[config.mk]
export PLATFORM = sky130hd
export DESIGN_NAME = button_press_classifier_top
export DESIGN_NICKNAME = d
export VERILOG_FILES = /design/src/rtl/bpc_pkg.sv /design/src/rtl/button_press_classifier_top.sv /design/src/rtl/bpc_in_reg.sv /design/src/rtl/bpc_core.sv
export SDC_FILE = /design/constraint.sdc
export NUM_CORES = 1
export LEC_CHECK = 0
export BUFFER_PORTS_ARGS = -buffer_cell sky130_fd_sc_hd__buf_2
export CORE_MARGIN = 2
export CORE_UTILIZATION = 45
export CTS_BUF_LIST = sky130_fd_sc_hd__clkbuf_4 sky130_fd_sc_hd__clkbuf_8
export DETAILED_ROUTE_END_ITERATION = 6
export GPL_TIMING_DRIVEN = 0
export PLACE_DENSITY = 0.72
export REMOVE_ABC_BUFFERS = 1
export SLEW_MARGIN = 10
export SYNTH_ARGS = -nofsm -noshare
export SYNTH_HDL_FRONTEND = slang
export SYNTH_SLANG_ARGS = --single-unit
export TNS_END_PERCENT = 100
[constraint.sdc]
create_clock -name clk_i -period 5.2 [get_ports clk_i]
set_input_delay 1.04 -clock clk_i [delete_from_list [all_inputs] [get_ports clk_i]]
set_output_delay 1.04 -clock clk_i [all_outputs]
set_load 0.05 [all_outputs]
[src/rtl/bpc_pkg.sv]
// Shared types and constants for the button press classifier.
// No dependencies; imported by every module of the block.
`timescale 1ns / 1ps
`default_nettype none

package bpc_pkg;

  // Width of the timestamp arithmetic; differences wrap at this width.
  localparam int unsigned TIME_BITS = 32;
  // Width of the now_ms field on the input channel.
  localparam int unsigned NOW_BITS = 32;
  localparam int unsigned CFG_BITS = 16;
  localparam int unsigned TALLY_BITS = 8;

  localparam int unsigned IN_TDATA_BITS = ((1 + NOW_BITS + 7) / 8) * 8;
  localparam int unsigned OUT_TDATA_BITS = 8;

  typedef logic [TIME_BITS-1:0] time_t;
  typedef logic [TALLY_BITS-1:0] tally_t;
  typedef logic [CFG_BITS-1:0] cfg_word_t;

  typedef enum logic [1:0] {
    EV_NONE   = 2'd0,
    EV_SHORT  = 2'd1,
    EV_LONG   = 2'd2,
    EV_DOUBLE = 2'd3
  } event_e;

  typedef enum logic [1:0] {
    REG_DEBOUNCE      = 2'd0,
    REG_LONG_PRESS    = 2'd1,
    REG_DOUBLE_WINDOW = 2'd2,
    REG_UNUSED        = 2'd3
  } reg_idx_e;

  localparam cfg_word_t LONG_PRESS_RST    = 16'd1000;
  localparam cfg_word_t DOUBLE_WINDOW_RST = 16'd400;

  // One poll sample held in the input register.
  typedef struct packed {
    logic                pressed;
    logic [NOW_BITS-1:0] now_ms;
  } sample_t;

endpackage

`default_nettype wire

[src/rtl/button_press_classifier_top.sv]
// Top level of the button press classifier: input register and core.
// Depends on bpc_pkg, bpc_in_reg and bpc_core.
//
// Usage:
//   Slave channel s_axis_*: one poll sample per transfer (pressed level and
//   a free-running millisecond timestamp). Master channel m_axis_*: one
//   event code per sample (none, short, long or double press).
//   Configuration: cfg_we_i writes cfg_data_i into register cfg_index_i
//   (1 long press, 2 double window); index 0 (debounce) and 3 are ignored.
//   Write only while no sample is in flight.
// Timing:
//   A sample passes through the input register and then the result register:
//   the input register holds the sample while the classification logic feeds
//   the result register. Throughput is one sample per cycle while the receiver
//   does not stall, set by the state update of the press tracker.
//   Reset clears the press state and sets the registers to 1000 and 400 ms.
//   When the receiver stalls, the result register holds and the input
//   register takes one more sample, after which s_axis_tready drops.
`timescale 1ns / 1ps
`default_nettype none

module button_press_classifier_top (
  input  wire logic                                clk_i,
  input  wire logic                                rst_ni,
  input  wire logic                                cfg_we_i,
  input  wire logic [1:0]                          cfg_index_i,
  input  wire logic [bpc_pkg::CFG_BITS-1:0]        cfg_data_i,
  input  wire logic                                s_axis_tvalid,
  output logic                                     s_axis_tready,
  // [0] pressed, [32:1] now_ms, upper bits zero
  input  wire logic [bpc_pkg::IN_TDATA_BITS-1:0]   s_axis_tdata,
  output logic                                     m_axis_tvalid,
  input  wire logic                                m_axis_tready,
  // [1:0] event_code, upper bits zero
  output logic [bpc_pkg::OUT_TDATA_BITS-1:0]       m_axis_tdata
);
  import bpc_pkg::*;

  sample_t in_sample, smp;
  logic    smp_valid, smp_taken;
  event_e  res_event;

  assign in_sample.pressed = s_axis_tdata[0];
  assign in_sample.now_ms  = s_axis_tdata[NOW_BITS:1];

  bpc_in_reg u_in_reg (
    .clk_i       (clk_i),
    .rst_ni      (rst_ni),
    .in_valid_i  (s_axis_tvalid),
    .in_ready_o  (s_axis_tready),
    .in_sample_i (in_sample),
    .smp_valid_o (smp_valid),
    .smp_taken_i (smp_taken),
    .smp_o       (smp)
  );

  bpc_core u_core (
    .clk_i       (clk_i),
    .rst_ni      (rst_ni),
    .cfg_we_i    (cfg_we_i),
    .cfg_index_i (reg_idx_e'(cfg_index_i)),
    .cfg_data_i  (cfg_data_i),
    .smp_valid_i (smp_valid),
    .smp_i       (smp),
    .smp_taken_o (smp_taken),
    .res_valid_o (m_axis_tvalid),
    .res_ready_i (m_axis_tready),
    .res_event_o (res_event)
  );

  assign m_axis_tdata = {{(OUT_TDATA_BITS-2){1'b0}}, res_event};

endmodule

`default_nettype wire

[src/rtl/bpc_in_reg.sv]
// Input register stage of the button press classifier.
// Depends on bpc_pkg for the sample type.
`timescale 1ns / 1ps
`default_nettype none

module bpc_in_reg (
  input  wire logic             clk_i,
  input  wire logic             rst_ni,
  input  wire logic             in_valid_i,
  output logic                  in_ready_o,
  input  wire bpc_pkg::sample_t in_sample_i,
  output logic                  smp_valid_o,
  input  wire logic             smp_taken_i,
  output bpc_pkg::sample_t      smp_o
);
  import bpc_pkg::*;

  logic    valid_q, valid_d;
  sample_t smp_q;

  // Take a new sample whenever the held one is empty or leaves this cycle.
  assign in_ready_o = !valid_q || smp_taken_i;
  assign valid_d    = (in_valid_i && in_ready_o) || (valid_q && !smp_taken_i);

  always_ff @(posedge clk_i or negedge rst_ni) begin
    if (!rst_ni) begin
      valid_q <= 1'b0;
    end else begin
      valid_q <= valid_d;
    end
  end

  always_ff @(posedge clk_i) begin
    if (in_valid_i && in_ready_o) begin
      smp_q <= in_sample_i;
    end
  end

  assign smp_valid_o = valid_q;
  assign smp_o       = smp_q;

endmodule

`default_nettype wire

[src/rtl/bpc_core.sv]
// Press state, classification logic and result register.
// Depends on bpc_pkg for types, event codes and register indexes.
`timescale 1ns / 1ps
`default_nettype none

module bpc_core (
  input  wire logic                      clk_i,
  input  wire logic                      rst_ni,
  input  wire logic                      cfg_we_i,
  input  wire bpc_pkg::reg_idx_e         cfg_index_i,
  input  wire bpc_pkg::cfg_word_t        cfg_data_i,
  input  wire logic                      smp_valid_i,
  input  wire bpc_pkg::sample_t          smp_i,
  output logic                           smp_taken_o,
  output logic                           res_valid_o,
  input  wire logic                      res_ready_i,
  output bpc_pkg::event_e                res_event_o
);
  import bpc_pkg::*;

  cfg_word_t long_q, window_q;
  logic      held_q, held_d;
  time_t     hold_start_q, hold_start_d;
  time_t     first_q, first_d;
  tally_t    tally_q, tally_d;
  logic      res_valid_q;
  event_e    ev_q, ev_d;

  logic  fire;
  time_t now, el_first, el_hold, window_t, long_t;

  assign fire        = smp_valid_i && (!res_valid_q || res_ready_i);
  assign smp_taken_o = fire;

  assign now      = time_t'(smp_i.now_ms);
  assign window_t = time_t'(window_q);
  assign long_t   = time_t'(long_q);
  assign el_first = now - first_q;
  assign el_hold  = now - hold_start_q;

  always_comb begin
    held_d       = held_q;
    hold_start_d = hold_start_q;
    first_d      = first_q;
    tally_d      = tally_q;
    ev_d         = EV_NONE;

    if (smp_i.pressed && !held_q) begin
      hold_start_d = now;
      held_d       = 1'b1;
      if (tally_q != '0 && el_first < window_t) begin
        if (tally_q != '1) begin
          tally_d = tally_q + 1'b1;
        end
      end else begin
        tally_d = tally_t'(1);
        first_d = now;
      end
    end

    if (!smp_i.pressed && held_q) begin
      held_d = 1'b0;
      if (el_hold >= long_t) begin
        ev_d    = EV_LONG;
        tally_d = '0;
      end
    end

    // Window expiry with the button up; first_q is unchanged when held_d is low.
    if (tally_d != '0 && !held_d && el_first > window_t) begin
      ev_d    = (tally_d >= tally_t'(2)) ? EV_DOUBLE : EV_SHORT;
      tally_d = '0;
    end
  end

  // The debounce register has no bearing on any result, so only the
  // long-press and window registers are held.
  always_ff @(posedge clk_i or negedge rst_ni) begin
    if (!rst_ni) begin
      long_q   <= LONG_PRESS_RST;
      window_q <= DOUBLE_WINDOW_RST;
    end else if (cfg_we_i) begin
      case (cfg_index_i)
        REG_LONG_PRESS:    long_q   <= cfg_data_i;
        REG_DOUBLE_WINDOW: window_q <= cfg_data_i;
        default: ;
      endcase
    end
  end

  always_ff @(posedge clk_i or negedge rst_ni) begin
    if (!rst_ni) begin
      held_q       <= 1'b0;
      hold_start_q <= '0;
      first_q      <= '0;
      tally_q      <= '0;
      res_valid_q  <= 1'b0;
    end else begin
      if (fire) begin
        held_q       <= held_d;
        hold_start_q <= hold_start_d;
        first_q      <= first_d;
        tally_q      <= tally_d;
      end
      if (fire) begin
        res_valid_q <= 1'b1;
      end else if (res_ready_i) begin
        res_valid_q <= 1'b0;
      end
    end
  end

  always_ff @(posedge clk_i) begin
    if (fire) begin
      ev_q <= ev_d;
    end
  end

  assign res_valid_o = res_valid_q;
  assign res_event_o = ev_q;

`ifndef NO_ASSERTIONS
  a_held_has_tally: assert property (@(posedge clk_i) disable iff (!rst_ni)
    held_q |-> (tally_q != '0))
    else $error("button held with empty press tally");

  a_event_clears_tally: assert property (@(posedge clk_i) disable iff (!rst_ni)
    (fire && ev_d != EV_NONE) |=> (tally_q == '0))
    else $error("press tally not cleared after an event");

  a_short_double_up: assert property (@(posedge clk_i) disable iff (!rst_ni)
    (fire && (ev_d == EV_SHORT || ev_d == EV_DOUBLE)) |=> !held_q)
    else $error("short or double press reported while held");

  a_state_hold: assert property (@(posedge clk_i) disable iff (!rst_ni)
    !fire |=> ($stable(tally_q) && $stable(held_q) && $stable(first_q)))
    else $error("press state moved without a sample");
`endif

endmodule

`default_nettype wire

==> metrics <==
run status=complete, no violations; die span in x=155 um; area of all sequential standard cells=3740 um2; Total Negative Setup Slacks=0 ns; detailed-routing iteration count for the pre-antenna-repair pass=5; flip-flop and latch count after synthesis=142; share of the cycle needed by the critical path after routing=0.976; largest fanout of any net on the critical path=8; antenna violation net count after detailed routing=0; count of final max-slew check failures=0; signal arrival time at the worst endpoint=5.46 ns; Final HPWL DP=19.4 mm; Area contributors post-synth=sky130_fd_sc_hd__dfrtp_1, sky130_fd_sc_hd__ha_1, sky130_fd_sc_hd__edfxtp_1; clock sink count=142; headroom to the max-slew limit=0.311; Remaining DRCs=0; launch point of the worst hold path=u_in_reg.smp_valid_o; vias after detailed routing=8540; worst vdd rail ir drop=0.000205 V; count of unique library cells instantiated by Yosys=74; total die area=24000 um2; Warnings, synthesis=0; cells traversed along the worst timing path=inv_2 -> ha_1 -> fa_1 -> nand2b_1 -> a21oi_2 -> o21bai_1 -> and2_1 -> o21ai_2 -> xor2_1 -> ha_1 -> nand2_1 -> nor2_1 -> a2111oi_1 -> o21a_1 -> a31oi_1 -> or3_1 -> nor4_2 -> nand4b_1 -> or4_4 -> o211ai_4 -> nor3b_1 -> o2bb2ai_1; worst hold path type=register to register; proportion of synthesized chip area in sequential cells=0.365; number of inserted diodes=0; synthesized area per cell=9.08 um2; max-cap violations=0; highest-count cells in the layout ignoring fill and taps=sky130_fd_sc_hd__nand2_1, sky130_fd_sc_hd__inv_1, sky130_fd_sc_hd__dfrtp_1; TritonCTS clock tree=yes; Worst Path Buf+Inv=1; Starting DRT DRC Count=573; areal power density over the cells=483 nW/um2; count of flip-flops with a built-in enable after synthesis=35; maximum operating frequency=0.197 GHz; TritonCTS buffer count=17; Core Box Area=22500 um2; Hold EP=u_core.res_valid_o; number of global-route vias before repair=8374; GRT Residual Overflow=0; actual slew at the worst max-slew pin=1.03 ns; IO Port Bufs=59; Worst path slowest cell=sky130_fd_sc_hd__or4_4; Worst-path clk slew=0.09 ns; final setup violation count=0; post-layout min period=5.08 ns; cell row count=55; reg-to-reg endpoint=u_core.tally_q[4]; H-Tree Level Count=4; final weighted congestion of routability-driven global placement=0.950; fin nets=1336; worst setup path category=register to register; Worst Setup Start Kind=register; number of buffers on the longest clock path=2; CP Capture Type=register; Hold Violations, Final=0; static leakage=5.02 nW; Max stage delay on crit path=0.46 ns; minimum setup slack among reg-to-reg paths=0.12 ns; layout overhead on the synthesized area=11.6%; Synth Cell Area=10200 um2; number of fill cells in the layout=2088; setup repair after global routing missed its margin=yes; global-route usage over all layers=0.221; hold path cells=1; most frequent standard cell in the layout excluding fill and tap cells=sky130_fd_sc_hd__nand2_1; initial antenna violation count=0; maximum number of pins on one net before global-route repair=56; share of synthesized registers carrying an async set or reset=0.754; count of pins on the block boundary=73; fraction of synthesized cell area taken by the top area cell type=0.239; reg-to-reg critical path startpoint=u_in_reg.smp_o[0]; via density per instance=5.80; height of the die=155 um; Post-Syn Instances=1128; reg2reg path depth=22; cell type with the highest aggregate area in the netlist=sky130_fd_sc_hd__dfrtp_1; data required time at the worst endpoint=5.59 ns; final core occ=0.508; Top delay family on crit path=simple AND/OR/NAND/NOR gates; Most Frequent Cell on Critical Path=sky130_fd_sc_hd__ha_1; main flop type after synthesis=sky130_fd_sc_hd__dfrtp_1; starting utilization of the core area=0.455; share of layout cells above drive strength 1=0.184; footprint of the multi-input gates=6050 um2; Layout Skew=0.0168 ns; total wire length=25.6 mm; average wire length per cell after detail routing=17.4 um; first-pass GRT wire length=42.3 mm; source-to-sink clock delay at the later pin of the worst-skew pair=0.47 ns; buffer type at the clock tree root=sky130_fd_sc_hd__clkbuf_8
==> stage by stage <==
stage | setup slack [ns] | instance area, um2 | hold slack, ns | instances | power, mW
floorplan | 0.321 | 10000 | 0.454 | 1083 | 3.74
global placement | -1.97 | 10700 | 0.467 | 1427 | 4.37
detailed placement | -0.629 | 10800 | 0.482 | 1431 | 4.44
global route | -0.105 | 11400 | 0.527 | 1473 | 5.98
CTS | 0.0311 | 11300 | 0.499 | 1469 | 5.46
finish | 0.125 | 11400 | 0.497 | 1473 | 5.53
==> repair_timing <==
action                     in CTS  in global routing
gates resized for setup        15                 17
setup endpoints to repair      27                 40
hold buffers                    0                  0
pin swaps                      13                 13
setup buffers                   6                  4
==> layer usage <==
metal,GRT usage,wire length [um],share of wire,vias up
met5,0,0,0,-
met4,0.0780,688,0.027,0
met3,0.0401,1320,0.052,56
met2,0.358,12000,0.47,213
met1,0.298,11600,0.45,4113
li1,-,-,-,4158
==> power by group <==
part	internal [mW]	switching, mW	total, mW	leakage, nW
combinational	1.25	1.78	3.03	3.21
clock	0.486	0.468	0.954	0.197
sequential	1.40	0.141	1.54	1.62
total	3.13	2.39	5.53	5.02
==> cell families (layout without fill, tap and decap cells) <==
family                   count (synthesis)  in the layout  synth area share
flip-flops                             142            142             0.365
multiplexers                            70             70            0.0765
XOR/XNOR                                45             45            0.0385
other                                    1              6          0.000366
adder cells (fa/ha/maj)                 98             98             0.121
AND/OR/NAND/NOR                        323            323             0.154
AO/OA/AOI/OAI                          295            295             0.183
buffers and inverters                  154            209            0.0612
==> layout make-up <==
| cell class | instances | area share |
|---|---|---|
| clock buffers | 19 | 0.0218 |
| well taps | 285 | 0.0312 |
| inverters | 104 | 0.0341 |
| multi-input cells | 837 | 0.529 |
| flip-flops and latches | 142 | 0.327 |
| repair buffers | 73 | 0.0419 |
| clock inverters | 13 | 0.0143 |
==> worst max-delay path by stage <==
stage	startpoint	endpoint	slack, ns	cells after the start
5_1_grt	u_in_reg.smp_o[0]	u_core.tally_q[2]	-0.11	22
4_1_cts	u_in_reg.smp_o[0]	u_core.tally_q[2]	0.03	23
6_report	u_in_reg.smp_o[0]	u_core.tally_q[4]	0.12	22
3_3_place_gp	m_axis_tready	u_core.first_q[25]	-1.97	6
2_1_floorplan	m_axis_tready	u_core.first_q[10]	0.32	5
3_5_place_dp	u_in_reg.smp_o[0]	u_core.tally_q[2]	-0.63	23
==> synth_stat cells (4+ instances only) <==
cell,number
sky130_fd_sc_hd__a21oi_1,84
sky130_fd_sc_hd__a21o_1,22
sky130_fd_sc_hd__mux2i_1,4
sky130_fd_sc_hd__dfstp_2,9
sky130_fd_sc_hd__xnor2_1,25
sky130_fd_sc_hd__and2_1,6
sky130_fd_sc_hd__o21ai_0,77
sky130_fd_sc_hd__o21ai_1,7
sky130_fd_sc_hd__ha_1,96
sky130_fd_sc_hd__or3_1,5
sky130_fd_sc_hd__nand3b_1,4
sky130_fd_sc_hd__buf_4,7
sky130_fd_sc_hd__nand4b_1,4
sky130_fd_sc_hd__o21bai_1,6
sky130_fd_sc_hd__a211o_1,4
sky130_fd_sc_hd__nor2b_1,4
sky130_fd_sc_hd__o211ai_1,8
sky130_fd_sc_hd__dfrtp_1,98
sky130_fd_sc_hd__nand2b_1,16
sky130_fd_sc_hd__edfxtp_1,35
sky130_fd_sc_hd__nor3_1,15
sky130_fd_sc_hd__inv_1,104
sky130_fd_sc_hd__clkbuf_1,34
sky130_fd_sc_hd__a31oi_1,11
sky130_fd_sc_hd__nand2_1,113
sky130_fd_sc_hd__nand4_1,30
sky130_fd_sc_hd__a211oi_1,8
sky130_fd_sc_hd__nand3_1,27
sky130_fd_sc_hd__or4_1,6
sky130_fd_sc_hd__mux2_2,65
sky130_fd_sc_hd__and3_1,8
sky130_fd_sc_hd__and4_1,4
sky130_fd_sc_hd__nor4_1,11
sky130_fd_sc_hd__xor2_1,20
sky130_fd_sc_hd__buf_2,6
sky130_fd_sc_hd__nor2_1,59
sky130_fd_sc_hd__nor3b_1,5
sky130_fd_sc_hd__o31ai_1,8
sky130_fd_sc_hd__o21a_1,15
==> sequential cells by signal (all words and copies together) (netlist names), 2 cells and up <==
name                 count
u_core.window_q         16
u_core.res_event_o       2
u_core.first_q          32
u_core.hold_start_q     32
u_core.long_q           16
u_in_reg.smp_o          33
u_core.tally_q           8
(Power assumes the default switching activity.)
